===== src/sv/uvs_pkg.sv =====
package uvs_pkg;

  // CORDIC datapath: x, y in Q2.30 plus headroom, z in 2^-32 turn plus headroom
  localparam int XW = 34;
  localparam int QW = 17;
  localparam int DIV_STEPS = 16;
  localparam logic signed [XW-1:0] CORDIC_X0 = 34'sd652032874;

  // per-point side data carried down the pipe
  typedef struct packed {
    logic [15:0] vidx;
    logic        cell_ok;
    logic        point_ok;
  } meta_t;

  // arctangent of 2^-i in 2^-32 turn
  function automatic logic signed [XW-1:0] atan_turn(input int i);
    logic signed [XW-1:0] r;
    r = '0;
    case (i)
      0:  r = 34'sd536870912;
      1:  r = 34'sd316933406;
      2:  r = 34'sd167458907;
      3:  r = 34'sd85004756;
      4:  r = 34'sd42667331;
      5:  r = 34'sd21354465;
      6:  r = 34'sd10679838;
      7:  r = 34'sd5340245;
      8:  r = 34'sd2670163;
      9:  r = 34'sd1335087;
      10: r = 34'sd667544;
      11: r = 34'sd333772;
      12: r = 34'sd166886;
      13: r = 34'sd83443;
      14: r = 34'sd41722;
      15: r = 34'sd20861;
      16: r = 34'sd10430;
      17: r = 34'sd5215;
      18: r = 34'sd2608;
      19: r = 34'sd1304;
      20: r = 34'sd652;
      21: r = 34'sd326;
      22: r = 34'sd163;
      23: r = 34'sd81;
      default: r = '0;
    endcase
    return r;
  endfunction

  // saturate to the unit range of Q1.14
  function automatic logic signed [15:0] clamp_unit(input logic signed [19:0] v);
    logic signed [15:0] r;
    if (v > 20'sd16384) begin
      r = 16'sd16384;
    end else if (v < -20'sd16384) begin
      r = -16'sd16384;
    end else begin
      r = v[15:0];
    end
    return r;
  endfunction

endpackage


===== src/sv/uvs_cordic_cell.sv =====
module uvs_cordic_cell import uvs_pkg::*; #(
  parameter int STAGE = 0
) (
  input  logic                 clk,
  input  logic signed [XW-1:0] x_in,
  input  logic signed [XW-1:0] y_in,
  input  logic signed [XW-1:0] z_in,
  input  logic                 flip_in,
  output logic signed [XW-1:0] x,
  output logic signed [XW-1:0] y,
  output logic signed [XW-1:0] z,
  output logic                 flip
);

  localparam logic signed [XW-1:0] ATAN = atan_turn(STAGE);

  // rotate toward zero residual angle
  always_ff @(posedge clk) begin
    if (!z_in[XW-1]) begin
      x <= x_in - (y_in >>> STAGE);
      y <= y_in + (x_in >>> STAGE);
      z <= z_in - ATAN;
    end else begin
      x <= x_in + (y_in >>> STAGE);
      y <= y_in - (x_in >>> STAGE);
      z <= z_in + ATAN;
    end
    flip <= flip_in;
  end

endmodule

===== config.mk =====
export PLATFORM = sky130hd
export DESIGN_NAME = uvs_cordic_cell
export DESIGN_NICKNAME = d
export VERILOG_FILES = /design/src/sv/uvs_pkg.sv /design/src/sv/uvs_cordic_cell.sv
export SDC_FILE = /design/constraint.sdc
export NUM_CORES = 1
export LEC_CHECK = 0
export BUFFER_PORTS_ARGS = -buffer_cell sky130_fd_sc_hd__buf_2
export CORE_ASPECT_RATIO = 1.2
export CORE_MARGIN = 5
export CORE_UTILIZATION = 49
export DETAILED_ROUTE_END_ITERATION = 10
export PLACE_DENSITY = 0.74
export SYNTH_ARGS = -nofsm -noshare
export SYNTH_HDL_FRONTEND = slang
export SYNTH_SLANG_ARGS = --single-unit

===== constraint.sdc =====
create_clock -name clk -period 3.4 [get_ports clk]
set_clock_uncertainty 0.15 [all_clocks]
set_input_delay 0.85 -clock clk [delete_from_list [all_inputs] [get_ports clk]]
set_output_delay 0.85 -clock clk [all_outputs]
set_load 0.005 [all_outputs]

[Yosys cells after proc, flatten, opt, wreduce, memory -nomap -nowiden]
Index checks and enable logic that the tools add are counted.
Cells by class
  multiplexer cells: 3
  add/subtract/negate cells: 5
Operators by type and width (number)
  34-bit two-way mux: 3
  34-bit subtractor: 2
  34-bit by 31-bit adder with 34-bit output (second input constant): 1
  34-bit adder: 1
  34-bit by 31-bit subtractor with 34-bit output (second input constant): 1
Storage, ports and cells
  flip-flop bits (word level): 103
  input port bits: 104

[Depth between registers and ports, before layout]
Gate-level depths: netlist of the first run.
  depth after elaboration: 2
  gate-level depth with buffers: 12

[Least setup slack after synthesis of the first run]
No wires, ideal clock.
  path type: input -> register
  from: input port x_in[6]
  to: register y[32]
  setup time: 0.129 ns
  setup slack: -0.007 ns
  stages on the path: 12
  arrival: 3.128 ns
  data required time: 3.121 ns
  path buffers: 1
  path through: inv_1 ha_1 buf_6 or4_4 a21oi_2 o311ai_1 o311a_4 a2111o_1 nand2_2 a41o_1 mux2i_1 xor2_1
On the way
  cells in the longest elaborated chain, start to end: 2
  elaborated cells on any way between the ends: 3
  those cells by class: add/sub: 2; mux: 1
RTL lines
  start, declared: RTL line uvs_cordic_cell.sv:5  | input logic signed [XW-1:0] x_in,
  34-bit adder or 34-bit subtractor (tied branches): RTL line uvs_cordic_cell.sv:21, uvs_cordic_cell.sv:25
  34-bit two-way mux (*): RTL line uvs_cordic_cell.sv:19  | if (!z_in[XW-1]) begin
  end signal, assigned: RTL line uvs_cordic_cell.sv:21  | y <= y_in + (x_in >>> STAGE);
  end signal, assigned: RTL line uvs_cordic_cell.sv:25  | y <= y_in - (x_in >>> STAGE);
  end, declared: RTL line uvs_cordic_cell.sv:10  | output logic signed [XW-1:0] y,
Every way passes the cells marked *; elsewhere a longest branch is shown, timed or not.

[Worst setup path after layout of the first run]
  from: input port x_in[9]
  to: register y[28]
Same word-level chain as after synthesis.

==> metrics.txt, run 1 <==
CP Capture Type=flip-flop; Fmax achieved=303 MHz; GRT overflow=0; DR WL/cell=17.0 um; Rows=between 50 and 60; worst vdd ir=~290 uV; Arrival @ worst endpoint=3.36 ns; status=completed; Core Box Area=16,200 um2; critical path launch point type=input pin; power per cell area=385 nW/um2; Design Area, Final=11,300 um2; CP max-delay cell=or4_4; Die X=approximately 130 um; cells after synthesis=1,029; CTS tree=yes; syn_nets=1,240; Mapped Area=8080 um2; # clock sinks=a little over 100; CTS max path bufs=2; Fin. Hold Viols=0; Slew Limit Fails=0; Post-CTS Hold Fix Bufs=0; final-stage net count=1,639; uppermost layer routed=met4; die height=151 um; Warnings, synthesis=0; H-tree depth=3; DR WL met3=around 2.0 mm; synth unique cells=74; post-synthesis mux area share=2.25%; initial antenna violation count=0; starting density of the core=between 40% and 50%; layout cells sized above 1=between 30 and 40%; vias in the first global route=9,006; Routed WL=28.0 mm; Hold Crit Class=in -> reg; I/O Pins=207; multi-input logic area=5510 um2; most used cell, CP=buf_4; crit-path max cell delay=0.53 ns; Worst path top cell family by delay=compound AO/OA/AOI/OAI gates; ant diodes=0; Filler cells=roughly 1,400; CP Class=in -> reg; part of the cycle the worst path needs=slightly below 100%; Leakage=approximately 5.6 nW; first-pass GRT wire length=about 44 mm; worst path bufs/invs=4; 1st-pass router iterations=6; Vias=just over 9,000; pin count of the biggest net entering global routing=41; Avg Cell Area, Syn=7.85 um2; met2 routed WL=13.7 mm; clock transition at the registers of the reported paths=0.07 ns; Post-Synth XOR/XNOR Area=7.05%; Rel. slew slack=54.1%; MaxCap Viol Count=0; slew of the pin with the lowest slew margin=between 0.6 and 0.7 ns; FF+latch count, synth=102; ys flop type=dfxtp_1; Tmin final=3.30 ns; Placed Area=10,900 um2; Fin Setup TNS=0 ns; vias per cell=5.55; hpwl dp=~23 mm; simple-gate portion of the synthesized area=between 10% and 20%; adder-cell share of the synthesized area=16.9%; CP required=3.46 ns; clock root buffer=clkbuf_16; worst-path cell chain=buf_2, inv_1, ha_1, or4_4, a21oi_2, o311ai_2, o311a_4, buf_4, a21o_1, o21ai_0, buf_4, a31oi_1; EDFF count, synth=0; Starting DRT DRC Count=758; asr flop ratio synth=0%; Layout area overhead=39.3%; largest family of logic cells by synthesized area=compound AO/OA/AOI/OAI gates; RSZ-0062 raised after global routing=yes; Crit Path Max Fanout=5; FF/Latch Area=2040 um2; area fraction in compound gates after synthesis=27.8%; Post-DRT Antenna Nets=0; setup violators final=0; port bufs=206; CTS buffer count=9; routability cong.=1.02; Met1 Routed Length=around 11 mm; total track usage=between 20% and 30%; post-synthesis sequential area ratio=25.3%; drt drc=0; die area=19,200 um2
[final timing paths]
kind | start | endpoint | slack, ns | depth (start not counted)
worst max-delay path | x_in[9] | y[28] | 0.10 | 12
worst min-delay path | z_in[25] | z[25] | 0.44 | 1
[cell usage in the layout (no fill, tap or decap), drive strengths merged, types with 10 or more instances in the layout]
| cell type | Yosys | layout |
|---|---|---|
| a21o | 22 | 22 |
| a21oi | 130 | 130 |
| buf | 12 | 431 |
| clkbuf | 31 | 10 |
| dfxtp | 102 | 102 |
| ha | 103 | 103 |
| inv | 106 | 109 |
| mux2i | 17 | 17 |
| nand2 | 46 | 46 |
| nand3 | 14 | 14 |
| nand4 | 12 | 12 |
| nor2 | 87 | 87 |
| nor3 | 22 | 22 |
| o21a | 13 | 13 |
| o21ai | 76 | 76 |
| o21bai | 25 | 25 |
| o31ai | 13 | 13 |
| xnor2 | 58 | 58 |
[what timing repair did]
action | CTS | global route
endpoints found under the setup margin | 0 | 19
buffers inserted | 0 | 1
resized for setup | 0 | 19
[metrics by stage]
step | hold slack (ns) | power (mW) | util (%) | worst slack [ns] | cells
4_1_cts | 0.433 | 4.32 | 68.9 | 0.0373 | 1644
3_5_place_dp | 0.804 | 3.31 | 67.2 | -0.315 | 1628
6_report | 0.440 | 4.33 | 69.4 | 0.100 | 1645
3_3_place_gp | 0.803 | 3.28 | 67.2 | -0.274 | 1628
2_1_floorplan | 0.728 | 2.41 | - | 0.00125 | 1029
5_1_grt | 0.429 | 4.58 | 69.4 | -0.0201 | 1645
[area by class of cell]
| type | instances | area share (%) |
|---|---|---|
| clock inverter | 6 | 0.467 |
| multi-input combinational | 772 | 49.0 |
| sequential | 102 | 18.1 |
| clock buffer | 10 | 2.03 |
| timing repair buffer | 431 | 24.3 |
| inverter | 112 | 3.74 |
| tap | 212 | 2.36 |
[sequential cells by signal, summed over array words and instances (netlist names)]
signal	flops
z	34
x	33
y	34
flip	1
[where the power goes]
| part | internal (mW) | switching, mW |
|---|---|---|
| logic | 0.880 | 0.977 |
| clock network | 0.509 | 0.504 |
| registers | 1.41 | 0.0522 |
| total | 2.80 | 1.53 |
[Yosys cell counts (7+ instances only)]
master	count	share of area [%]
a211oi_1	9	0.84
a21o_1	22	2.0
a21oi_1	129	8.0
a221oi_1	9	0.98
buf_1	7	0.33
clkbuf_1	31	1.4
dfxtp_1	102	25
ha_1	103	16
inv_1	104	4.8
mux2i_1	17	2.1
nand2_1	45	2.1
nand2b_1	9	0.70
nand3_1	14	0.87
nand4_1	12	0.93
nor2_1	87	4.0
nor2b_1	8	0.62
nor3_1	22	1.4
nor4_1	8	0.62
o21a_1	13	1.2
o21ai_0	74	4.6
o21bai_1	25	2.3
o31ai_1	12	1.1
xnor2_1	58	6.3
xor2_1	7	0.76
[per-layer routing]
layer,up-vias,GRT usage (%)
met3,106,4.61
met2,436,51.1
li1,4401,-
met4,0,13.7
met5,-,0
met1,4185,32.8
[cells by family (layout without fill, tap and decap cells)]
logic type	Yosys count	after routing
simple gates	229	229
buf+inv	155	559
fa+ha+maj	107	107
flops	102	102
xor+xnor	65	65
mux	18	18
compound gates	353	353
(Power assumes the default switching activity.)
==> run 2: changes to the inputs <==
--- a/config.mk
+++ b/config.mk
@@ -8,9 +8,9 @@
 export BUFFER_PORTS_ARGS = -buffer_cell sky130_fd_sc_hd__buf_2
 export CORE_ASPECT_RATIO = 1.2
 export CORE_MARGIN = 5
-export CORE_UTILIZATION = 49
+export CORE_UTILIZATION = 50
 export DETAILED_ROUTE_END_ITERATION = 10
-export PLACE_DENSITY = 0.74
+export PLACE_DENSITY = 0.72
 export SYNTH_ARGS = -nofsm -noshare
 export SYNTH_HDL_FRONTEND = slang
 export SYNTH_SLANG_ARGS = --single-unit
==> constraint.sdc (replaced) <==
create_clock -name clk -period 3.3 [get_ports clk]
set_clock_uncertainty 0.15 [all_clocks]
set_input_delay 0.825 -clock clk [delete_from_list [all_inputs] [get_ports clk]]
set_output_delay 0.825 -clock clk [all_outputs]
set_load 0.005 [all_outputs]
==> metrics.txt, run 2 (synthesized netlist as in run 1, its figures left out) <==
multi-input logic area=roughly 5600 um2; hold_ws=0.411 ns; Layout Cells excl Fill=1,658; Vias=9,059; H-tree depth=3; pre-CTS setup slack=-0.427 ns; 1st-pass router iterations=5; CP startpoint=x_in[12]; MaxCap Viol Count=0; # clock sinks=102; total track usage=29.3%; clock transition at the registers of the reported paths=0.07 ns; drt drc=0; Routed WL=28.3 mm; Post-DRT Antenna Nets=0; RSZ-0062 raised after global routing=yes; Crit Path Max Fanout=14; critical path launch point type=input pin; vias in the first global route=8,984; CTS max path bufs=2; CP Class=in -> reg; port bufs=around 210; power per cell area=403 nW/um2; Seq pwr share=32.8%; Tmin final=3.22 ns; Leakage=5.73 nW; hpwl dp=around 24 mm; die area=18,800 um2; Design Area, Final=11,500 um2; DR WL/cell=17.1 um; placed insts=between 1,500 and 2,000; pin count of the biggest net entering global routing=42; FF/Latch Area=2040 um2; largest registers=y (34), z (34), x (33); Int Power=3.01 mW; final-stage net count=1,651; Core Box Area=16,100 um2; post-layout util=71.2%; Fin Setup TNS=0 ns; Hold Crit Class=in -> reg; combinational power share=42.3%; setup violators final=0; clock root buffer=clkbuf_16; first-pass GRT wire length=44.8 mm; part of the cycle the worst path needs=97.7%; most common cell after layout, fill and taps aside=buf_4; CTS tree=yes; Fin. Hold Viols=0; Starting DRT DRC Count=710; initial antenna violation count=1; Fmax achieved=310 MHz; layout cells sized above 1=roughly a third; worst vdd ir=roughly 280 uV; status=completed; most frequent cells in the layout=buf_4, buf_2, a21oi_1; Slew Limit Fails=0; NetSw=1.60 mW; slew of the pin with the lowest slew margin=0.591 ns; Placed Area=11,000 um2; routability cong.=1.05; CTS buffer count=9; GRT overflow=0; CP required=3.39 ns; final worst setup slack=0.0753 ns; Rel. slew slack=60.5%; die height=149 um; Clk pwr share=24.9%; Die X=~130 um; Arrival @ worst endpoint=3.32 ns; Power Total=4.61 mW; I/O Pins=207; CP Capture Type=flip-flop; vias per cell=5.46; Filler cells=1,395; starting density of the core=50.2%; Layout area overhead=41.8%; Net Sw Frac=34.8%; Rows=51; hold_sp=z_in[12]
[run 2: changes by cell type in the layout (fill, tap and decap cells not counted), sizes merged]
cell / change
diode: +1
clkinvlp: -1
bufinv: +1
buf: +12
inv: -1
clkinv: +1
[run 2: worst max-delay path, cell delays in order]
cell,delay [ns]
buf_2,0.09
inv_1,0.04
ha_1,0.28
buf_4,0.21
nand2_1,0.10
buf_4,0.14
nor2_1,0.20
nand4_1,0.19
nor2_1,0.21
buf_4,0.15
a2111oi_2,0.05
nor2_1,0.24
a221oi_2,0.11
mux2_1,0.33
xnor2_1,0.13
[run 2: cell type report]
class | count | share of cell area (%)
Clock inverter | 6 | 0.677
Sequential cell | 102 | 17.8
Inverter | 112 | 3.67
Antenna cell | 1 | 0.0218
Multi-Input combinational cell | 772 | 48.8
Clock buffer | 10 | 2.09
Timing Repair Buffer | 443 | 24.6
Tap cell | 212 | 2.32
[run 2: worst paths after layout]
kind | end | slack [ns] | cells after the start
setup / recovery | x[32] | 0.08 | 15
hold / removal | z[12] | 0.41 | 1
[run 2: metal layers]
metal	GRT usage, %	routed length, um	share of wire (%)
met1	34.5	11400	40
met2	52.0	13900	49
met5	0	0	0
met4	13.6	1120	3.9
met3	4.66	1960	6.9
[run 2: repair_timing]
item	in CTS	in global routing
endpoints found under the hold margin	0	0
setup buffers	1	0
hold buffers	0	0
pin swaps	4	6
resized for setup	4	30
endpoints found under the setup margin	9	36
[run 2: power by group through the flow]
stage                     Sequential [mW]  Combinational, mW  Clock [mW]
after floorplan                      1.57              0.915           0
after global placement               1.54               1.88           0
after detailed placement             1.54               1.89           0
after CTS                            1.52               1.91        1.17
after global routing                 1.54               2.12        1.22
final                                1.51               1.95        1.15
