==> src/sv/uvs_pkg.sv <==
package uvs_pkg;

  // CORDIC datapath: x, y in Q2.30 plus headroom, z in 2^-32 turn plus headroom
  localparam int XW = 34;
  localparam int QW = 17;
  localparam int DIV_STEPS = 16;
  localparam logic signed [XW-1:0] CORDIC_X0 = 34'sd652032874;

  // per-point side data carried down the pipe
  typedef struct packed {
    logic [15:0] vidx;
    logic        cell_ok;
    logic        point_ok;
  } meta_t;

  // arctangent of 2^-i in 2^-32 turn
  function automatic logic signed [XW-1:0] atan_turn(input int i);
    logic signed [XW-1:0] r;
    r = '0;
    case (i)
      0:  r = 34'sd536870912;
      1:  r = 34'sd316933406;
      2:  r = 34'sd167458907;
      3:  r = 34'sd85004756;
      4:  r = 34'sd42667331;
      5:  r = 34'sd21354465;
      6:  r = 34'sd10679838;
      7:  r = 34'sd5340245;
      8:  r = 34'sd2670163;
      9:  r = 34'sd1335087;
      10: r = 34'sd667544;
      11: r = 34'sd333772;
      12: r = 34'sd166886;
      13: r = 34'sd83443;
      14: r = 34'sd41722;
      15: r = 34'sd20861;
      16: r = 34'sd10430;
      17: r = 34'sd5215;
      18: r = 34'sd2608;
      19: r = 34'sd1304;
      20: r = 34'sd652;
      21: r = 34'sd326;
      22: r = 34'sd163;
      23: r = 34'sd81;
      default: r = '0;
    endcase
    return r;
  endfunction

  // saturate to the unit range of Q1.14
  function automatic logic signed [15:0] clamp_unit(input logic signed [19:0] v);
    logic signed [15:0] r;
    if (v > 20'sd16384) begin
      r = 16'sd16384;
    end else if (v < -20'sd16384) begin
      r = -16'sd16384;
    end else begin
      r = v[15:0];
    end
    return r;
  endfunction

endpackage

==> src/sv/uvs_div_cell.sv <==
module uvs_div_cell import uvs_pkg::*; (
  input  logic          clk,
  input  logic [7:0]    divisor,
  input  logic [7:0]    rem_in,
  input  logic [QW-1:0] quo_in,
  output logic [7:0]    rem,
  output logic [QW-1:0] quo
);

  logic [8:0] r2;
  logic       ge;

  // shift in a zero dividend bit, try to subtract
  assign r2 = {rem_in, 1'b0};
  assign ge = (r2 >= {1'b0, divisor});

  always_ff @(posedge clk) begin
    rem <= ge ? 8'(r2 - {1'b0, divisor}) : r2[7:0];
    quo <= {quo_in[QW-2:0], ge};
  end

endmodule

==> config.mk <==
export PLATFORM = sky130hd
export DESIGN_NAME = uvs_div_cell
export DESIGN_NICKNAME = d
export VERILOG_FILES = /design/src/sv/uvs_pkg.sv /design/src/sv/uvs_div_cell.sv
export SDC_FILE = /design/constraint.sdc
export NUM_CORES = 1
export LEC_CHECK = 0
export BUFFER_PORTS_ARGS = -buffer_cell sky130_fd_sc_hd__buf_2
export CAP_MARGIN = 20
export CORE_MARGIN = 2
export CORE_UTILIZATION = 42
export DETAILED_ROUTE_END_ITERATION = 10
export GPL_TIMING_DRIVEN = 0
export PLACE_DENSITY = 0.83
export SLEW_MARGIN = 20
export SYNTH_ARGS = -nofsm -noshare
export SYNTH_HDL_FRONTEND = slang
export SYNTH_SLANG_ARGS = --single-unit
==> constraint.sdc <==
create_clock -name clk -period 2.75 [get_ports clk]
set_input_delay 0.275 -clock clk [delete_from_list [all_inputs] [get_ports clk]]
set_output_delay 0.275 -clock clk [all_outputs]
set_load 0.01 [all_outputs]
# Word level (Yosys, flattened, before mapping)
# Cells that the tools add are included.
# Widths: inputs -> output; s select.
dict set report totals {
  register_bits 25
  in_bits 34
  word_cells 6
  out_inout_bits 25
}
dict set report classes {
  magnitude_cmp 1
  n_mux 1
  n_addsub 1
}
# op n
set op_table {}
lappend op_table {{$ge 9x8->1} 1}
lappend op_table {{$mux 8} 1}
lappend op_table {{$sub 8x8->8} 1}

# Longest topological paths before layout
# Gate-level depths: netlist of run 1.
dict set report logic_depth {
  depth_word 2
  ltp_mapped 9
  mapped_depth_nobuf 8
}

# Worst setup path after synthesis of run 1
# Ideal clock, no wire load.
dict set report synth_path {
  kind {in2reg}
  startpoint {in divisor[1]}
  endpoint {reg rem[2]}
  n_path_buf 1
  stages 9
  setup_ns 0.121
  required_time_ns 2.629
  path_slack_ns 0.723
  arrival_time_ns 1.906
  cell_sequence {inv_1 -> ha_1 -> ha_1 -> a21o_1 -> a21o_1 -> a211oi_1 -> o211a_1 -> buf_4 -> mux2_2}
}
dict set report synth_between {
  elab_chain_cells 2
  word_cells_on_any_way 3
  cone_classes {1 x add/sub; 1 x order compare; 1 x mux}
}
# item line
set synth_rtl {}
lappend synth_rtl {{start, declared} uvs_div_cell.sv:3} ;# input logic [7:0] divisor,
lappend synth_rtl {{$sub 8x8->8 or $ge 9x8->1 (tied branches)} {uvs_div_cell.sv:18, uvs_div_cell.sv:15}}
lappend synth_rtl {{$mux 8 (*)} uvs_div_cell.sv:18} ;# rem <= ge ? 8'(r2 - {1'b0, divisor}) : r2[7:0];
lappend synth_rtl {{end signal, assigned} uvs_div_cell.sv:18}
lappend synth_rtl {{end, declared} uvs_div_cell.sv:6} ;# output logic [7:0] rem,
# Every way passes the cells marked *; elsewhere a longest branch is shown, timed or not.
# A chain may end at the register's enable or synchronous reset.

# Worst setup path in the final report of run 1
dict set report layout_path {
  startpoint {in divisor[1]}
  endpoint {reg rem[6]}
}
# The elaborated chain is that of the path after synthesis.

==> run metrics, run 1 <==
layout cells sized above 1=0.438; Die X=52.6 µm; part of the Yosys area used for sequential elements=0.504; Port Buffers=57; clock period minus worst slack=1.99 ns; Post-Syn Nets=135; cells along the critical path=buf_2 > inv_1 > ha_1 > ha_1 > a21o_1 > a21o_1 > a211oi_1 > o211a_1 > buf_4 > mux2_2; CP max FO=8; die area=2770 µm²; routed wire length=1980 µm; Setup Viol. Count Final=0; unrepaired setup endpoints after global routing=false; grt ovf=0; Required @ worst endpoint=2.96 ns; post-route antenna net violation count=0; Post-synth ARST share=0; Post-synth EDFFs=0; Pleak=0.000706 µW; largest cells by area after synthesis=dfxtp_1 (50%), ha_1 (10%), mux2_2 (5.7%); Wirelength per Cell=10.9 µm; Max Cap Viol=0; Primary FF master, synth=dfxtp_1; CTS tree=done; CTS H-tree depth=1; Row Count=17; max incr delay on CP=0.34 ns; clk root buf=clkbuf_4; Final Total Pwr=741 µW; vias in the first global route=796; Slew headroom=0.831; Crit Path Class=input pin to register; total number of vias=863; Slowest-stage cell, CP=mux2_2; Synth top area share=0.504; Clock Path Buffers=2; commonest non-fill, non-tap cell in the layout=buf_2; critical path endpoint category=register; outcome=complete, no violations; crit start category=input pin; CTS sink count=25; Pre-antenna DRT Iters=4; power per cell area=553 nW/µm²; area leader, netlist=dfxtp_1; Worst Hold Class=input pin to register; post-synthesis cell type count=29; Final TNS setup=0 ns; ANT cells=0; Synth Cell Area=992 µm²; cells after synthesis=92; Final period util=0.724; routability cong.=0.761; Final nets=197; core box area=2230 µm²; WP data arrival=2.20 ns; Num CTS Buffers=3; Peak supply drop=0.278 mV; YS warnings=0; Resized cells post-CTS=0; Initial DRC Count=22; f_max=502 MHz; post-CTS setup buffer count=0; Area Growth Syn to Fin=34.9%; final hold viol count=0; antenna violations before repair=0; IO Pins=59; Reg clk slew, reported paths=0.12 ns; Total GRT Usage=0.147; hold buffers post-CTS=0; Post-Syn Area per Cell=10.8 µm²; routed vias/inst=4.77; measured slew at the worst slew-check pin=0.251 ns; first-pass GRT wire length=2960 µm; most frequent cells in the layout=buf_2 (57), dfxtp_1 (25), inv_1 (12); largest net degree at the start of global routing=14; Die Ht=52.6 µm; starting density of the core=0.444; residual DRC count=0; final slew viol count=0; #FFs+latches synth=25; DPL Wire Length=1640 µm
-- report_power, final --
| group | total [µW] | switching, µW | leakage, µW | internal [µW] |
|---|---|---|---|---|
| combinational | 184 | 89.8 | 0.000480 | 94.2 |
| clock | 152 | 96.0 | 0.0000150 | 56.5 |
| sequential | 404 | 7.00 | 0.000211 | 397 |
-- layer usage --
layer | vias up | wire (µm) | track usage
li1 | 437 | - | -
met1 | 371 | 853 | 0.146
met2 | 51 | 875 | 0.273
met3 | 4 | 218 | 0.0371
met4 | 0 | 33 | 0.0812
met5 | - | 0 | 0
-- Yosys cell counts (all sizes together), types with 2 or more instances --
master and n:
dfxtp 25, inv 12, ha 8, mux2 5
nor2 4, o21ai 4, a21o 3, nor2b 3
xnor2 3, a21oi 2, nand2 2, nor3 2
o21a 2, o31a 2
-- final timing paths --
path	startpoint	to	slack, ns	cells past startpoint
worst max-delay path	divisor[1]	rem[6]	0.76	10
worst min-delay path	quo_in[2]	quo[3]	0.06	1
-- cell families after synthesis --
logic type | synth area share
simple gates | 0.0921
mux | 0.0668
xor+xnor | 0.0265
flops | 0.504
compound gates | 0.131
fa+ha+maj | 0.121
buf+inv | 0.0580
-- worst max-delay path, delay by kind of cell --
family,cells,cell delay [ns]
compound gates,4,0.75
buf+inv,3,0.31
fa+ha+maj,2,0.51
mux,1,0.34
-- layout make-up --
type	instances	area, µm²
Timing Repair Buffer	57	285
Inverter	12	45.0
Multi-Input combinational cell	53	434
Clock buffer	4	26.3
Fill cell	194	895
Buffer	2	12.5
Sequential cell	25	500
Tap cell	28	35.0
-- sequential cells by signal, summed over array words and instances (netlist names) --
name	cells
quo	17
rem	8
-- through the flow --
stage / setup WS, ns / area [µm²] / hold slack [ns] / cells / utilization
floorplan: 0.723 / 992 / 0.303 / 92 / -
global placement: 0.483 / 1310 / 0.377 / 177 / 0.588
detailed placement: 0.437 / 1310 / 0.381 / 177 / 0.588
CTS: 0.761 / 1340 / 0.0535 / 181 / 0.599
global route: 0.678 / 1340 / 0.0401 / 181 / 0.599
finish: 0.758 / 1340 / 0.0616 / 181 / 0.599
Note: power is estimated with default switching activity, not from simulation.
==> inputs of run 2 (changes only) <==
Settings changed: CORE_UTILIZATION 42 to 38, PLACE_DENSITY 0.83 to 0.79.
Clock period 2.75 ns to 1.79 ns, I/O delays scaled along.
==> run metrics, run 2 (synthesis results as in run 1) <==
final core occ=0.623 (+0.0238); layout cells sized above 1=0.420 (-0.0178); Slew headroom=0.833 (+0.00245); f_max=603 MHz; Final TNS setup=0 ns (unchanged); Total GRT Usage=0.141 (-0.00612); commonest non-fill, non-tap cell in the layout=buf_2; Setup Viol. Count Final=0 (unchanged); routability cong.=0.813 (+6.8%); clock period minus worst slack=1.66 ns; unrepaired setup endpoints after global routing=false; Final period util=0.926; Area Growth Syn to Fin=55.6%; measured slew at the worst slew-check pin=0.247 ns (-0.00365 ns); largest net degree at the start of global routing=14 (unchanged); first-pass GRT wire length=3070 µm (+3.7%); hold path cells=2 (+1); Max Cap Viol=0 (unchanged); final slew viol count=0 (unchanged); power per cell area=769 nW/µm² (+39%); CP max FO=8 (unchanged); Final Total Pwr=1190 µW (+60%); final hold viol count=0 (unchanged); setup ws final=0.132 ns (-0.626 ns); critical path endpoint category=register; post-place setup slack=-0.205 ns (-0.641 ns); ANT cells=0 (unchanged); Row Count=18 (+1); Die Ht=55.1 µm (+4.7%); Clock Path Buffers=2 (unchanged); crit start category=input pin; Initial DRC Count=2 (-91%); Top Registers=quo (17), rem (8); routed vias/inst=4.56 (-4.4%); Resized cells post-CTS=0 (unchanged); Reg clk slew, reported paths=0.12 ns (about the same); Pre-antenna DRT Iters=4 (unchanged); post-CTS setup buffer count=0 (unchanged); max reg flops=17 (unchanged); Pleak=0.000791 µW (+12%); CTS sink count=25 (unchanged); core box area=2480 µm² (+11%); Required @ worst endpoint=1.99 ns (-0.97 ns); Die X=55.1 µm (+4.7%); Peak supply drop=0.488 mV (+75%); clk root buf=clkbuf_4; post-route antenna net violation count=0 (unchanged); CTS H-tree depth=1 (unchanged); die area=3040 µm² (+9.7%); Wirelength per Cell=10.6 µm (-2.7%); Crit Path Class=input pin to register; residual DRC count=0 (unchanged); most frequent cells in the layout=buf_2 (57), dfxtp_1 (25), dlygate4sd3_1 (16); hold buffers post-CTS=16 (+16); routed wire length=2120 µm (+7.0%); most flop-heavy register=quo; outcome=complete, no violations; starting density of the core=0.401 (-0.0438); vias in the first global route=793 (-0.38%); antenna violations before repair=0 (unchanged); WP data arrival=1.86 ns (-0.34 ns); Worst Hold Class=input pin to register; Num CTS Buffers=3 (unchanged); CTS tree=done; grt ovf=0 (unchanged); IO Pins=59 (unchanged); total number of vias=907 (+5.1%); Final nets=213 (+8.1%); Port Buffers=57 (unchanged); DPL Wire Length=1620 µm (-1.1%)
## run 2: critical path, stage by stage
cell and delay [ns]:
buf_2 0.12, inv_2 0.06, ha_4 0.19, ha_2 0.18
a21o_1 0.17, a21o_1 0.16, a211oi_2 0.17, o211a_1 0.19
buf_6 0.15, mux2_4 0.30
## run 2: routing by layer
metal	vias to the layer above	track usage	part of all wire
met5	-	0	0
met4	0	0.0488	0.0052
met3	2	0.0376	0.10
met2	42	0.262	0.46
met1	393	0.152	0.43
li1	470	-	-
## run 2: area by class of cell
class	instances	area, µm²
clock buffer	4	26.3
sequential	25	500
timing repair buffer	73	445
inverter	12	45.0
fill	206	933
tap	30	37.5
multi-input combinational	53	473
buffer	2	16.3
## run 2: report_power, final
part	leakage [µW]	switching, µW	internal, µW	total [µW]
combinational	0.000566	147	185	332
sequential	0.000211	11.3	610	622
clock	0.0000150	147	86.8	234
total	0.000791	306	882	1190
## run 2: worst paths after layout
kind / start / end / slack, ns
hold / removal: rem_in[5] / rem[6] / 0.11
setup / recovery: divisor[1] / rem[3] / 0.13
## run 2: through the flow
| stage | instance area [µm²] | std cells | hold slack [ns] |
|---|---|---|---|
| 4_1_cts | 1540 | 199 | 0.0961 |
| 3_5_place_dp | 1360 | 179 | 0.283 |
| 6_report | 1540 | 199 | 0.113 |
| 5_1_grt | 1540 | 199 | 0.0938 |
| 3_3_place_gp | 1360 | 179 | 0.283 |
| 2_1_floorplan | 1030 | 92 | 0.207 |
==> inputs of run 3 (changes only) <==
Settings changed: CELL_PAD_IN_SITES_DETAIL_PLACEMENT set to 2, CELL_PAD_IN_SITES_GLOBAL_PLACEMENT set to 2, CORE_UTILIZATION 38 to 21, PLACE_DENSITY 0.79 to 0.78.
==> run metrics, run 3 (synthesis results as in run 1) <==
Area Growth Syn to Fin=49.1%; Reg clk slew, reported paths=0.08 ns (-0.04 ns); final hold viol count=0 (unchanged); DPL Wire Length=2350 µm (+45%); Sw Ratio=0.256 (-0.00174); first-pass GRT wire length=4130 µm (+34%); crit start category=input pin; min-delay src=quo_in[11]; Die X=72.7 µm (+32%); IO Pins=59 (unchanged); Peak supply drop=0.224 mV (-54%); Final period util=0.950 (+0.0240); hold path cells=1 (-1); final core occ=0.319 (-0.304); final instance area=1480 µm² (-4.2%); Pint=944 µW (+7.0%); die area=5290 µm² (+74%); Top Registers=quo (17), rem (8); CTS H-tree depth=1 (unchanged); layout cells sized above 1=0.477 (+0.0573); Final TNS setup=0 ns (unchanged); grt ovf=0 (unchanged); sequential share of power=0.490 (-0.033); core box area=4630 µm² (+87%); hold slack=0.0160 ns (-0.0971 ns); antenna violations before repair=0 (unchanged); Pleak=0.000747 µW (-5.7%); violated checks=DRC; final slew viol count=0 (unchanged); Die Ht=72.7 µm (+32%); Slew headroom=0.837 (+0.00333); power per cell area=857 nW/µm² (+11%); CTS tree=done; commonest non-fill, non-tap cell in the layout=buf_2; residual DRC count=1 (+1); Initial DRC Count=13 (+11); Pre-antenna DRT Iters=6 (+2); Total GRT Usage=0.102 (-0.0385); combinational group share of total power=0.261 (-0.019); vias in the first global route=912 (+15%); routed wire length=2720 µm (+28%); outcome=complete, but fails checks; max reg flops=17 (unchanged); post-route antenna net violation count=0 (unchanged); largest net degree at the start of global routing=14 (unchanged); Required @ worst endpoint=1.94 ns (-0.05 ns); CTS sink count=25 (unchanged); Wirelength per Cell=13.0 µm (+22%); Crit Path Class=input pin to register; starting density of the core=0.214 (-0.186); Num CTS Buffers=3 (unchanged); measured slew at the worst slew-check pin=0.243 ns (-0.00496 ns); Clock Path Buffers=2 (unchanged); Final Total Pwr=1270 µW (+6.8%); unrepaired setup endpoints after global routing=false; Setup Viol. Count Final=0 (unchanged); f_max=588 MHz (-2.5%); clock period minus worst slack=1.70 ns (+0.0430 ns); clk root buf=clkbuf_8; WP data arrival=1.85 ns (about the same); Worst Hold Class=input pin to register; hold path endpoint=quo[12]; Psw=324 µW (+6.1%); Row Count=25 (+7); Final nets=199 (-6.6%); Max Cap Viol=0 (unchanged); most flop-heavy register=quo; total number of vias=914 (+0.77%); routability cong.=0.680 (-16%); Cell Area, Placed=1390 µm² (+2.2%); most frequent cells in the layout=buf_2 (56), dfxtp_1 (25), inv_1 (11); routed vias/inst=4.37 (-4.0%); ANT cells=0 (unchanged); critical path endpoint category=register; clock power share=0.249 (+0.052); CP max FO=7 (-1); Port Buffers=57 (unchanged)
[run 3: cell count changes in the layout (fill, tap and decap cells not counted), sizes merged]
cell	change
buf	+2
dlygate4sd3	-16
[run 3: power by group through the flow]
| stage | combinational, µW | clock (µW) | sequential (µW) |
|---|---|---|---|
| 2_1_floorplan | 161 | 0 | 666 |
| 3_3_place_gp | 306 | 0 | 634 |
| 3_5_place_dp | 320 | 0 | 636 |
| 4_1_cts | 320 | 333 | 623 |
| 5_1_grt | 368 | 356 | 628 |
| 6_report | 331 | 315 | 622 |
[run 3: routing by layer]
metal / routed length, µm / GRT usage / part of all wire
met1: 1040 / 0.101 / 0.38
met2: 1350 / 0.198 / 0.50
met3: 267 / 0.0180 / 0.098
met4: 50 / 0.0576 / 0.018
met5: 0 / 0 / 0
[run 3: worst max path at each step]
| stage | startpoint | end | slack (ns) | cells past startpoint |
|---|---|---|---|---|
| floorplan | divisor[1] | rem[2] | 0.008 | 9 |
| global placement | divisor[1] | rem[3] | -0.24 | 10 |
| detailed placement | divisor[1] | rem[4] | -0.25 | 10 |
| CTS | divisor[1] | rem[4] | 0.03 | 10 |
| global route | divisor[1] | rem[4] | 0.003 | 10 |
| finish | divisor[1] | rem[4] | 0.09 | 10 |
[run 3: per-stage QoR]
step	worst slack (ns)	instances
after floorplan	0.00768	92
after global placement	-0.241	203
after detailed placement	-0.251	203
after CTS	0.0310	207
after global routing	0.00275	209
final	0.0887	209
[run 3: what timing repair did]
item / CTS / global route
hold buffers: 0 / 0
gates resized for setup: 0 / 6
endpoints found under the setup margin: 0 / 5
buffers inserted: 0 / 2
[run 3: layout make-up]
cell class / count / area, µm²
Clock buffer: 4 / 45.0
Fill cell: 521 / 3150
Buffer: 2 / 16.3
Sequential cell: 25 / 500
Multi-Input combinational cell: 53 / 495
Timing Repair Buffer: 59 / 307
Inverter: 12 / 47.5
Tap cell: 54 / 67.6
[run 3: critical path, stage by stage]
cell	delay, ns
buf_6	0.09
inv_4	0.03
ha_4	0.23
ha_4	0.15
a21o_1	0.14
a21o_1	0.18
a211oi_2	0.22
o211a_1	0.17
buf_6	0.14
mux2_4	0.30
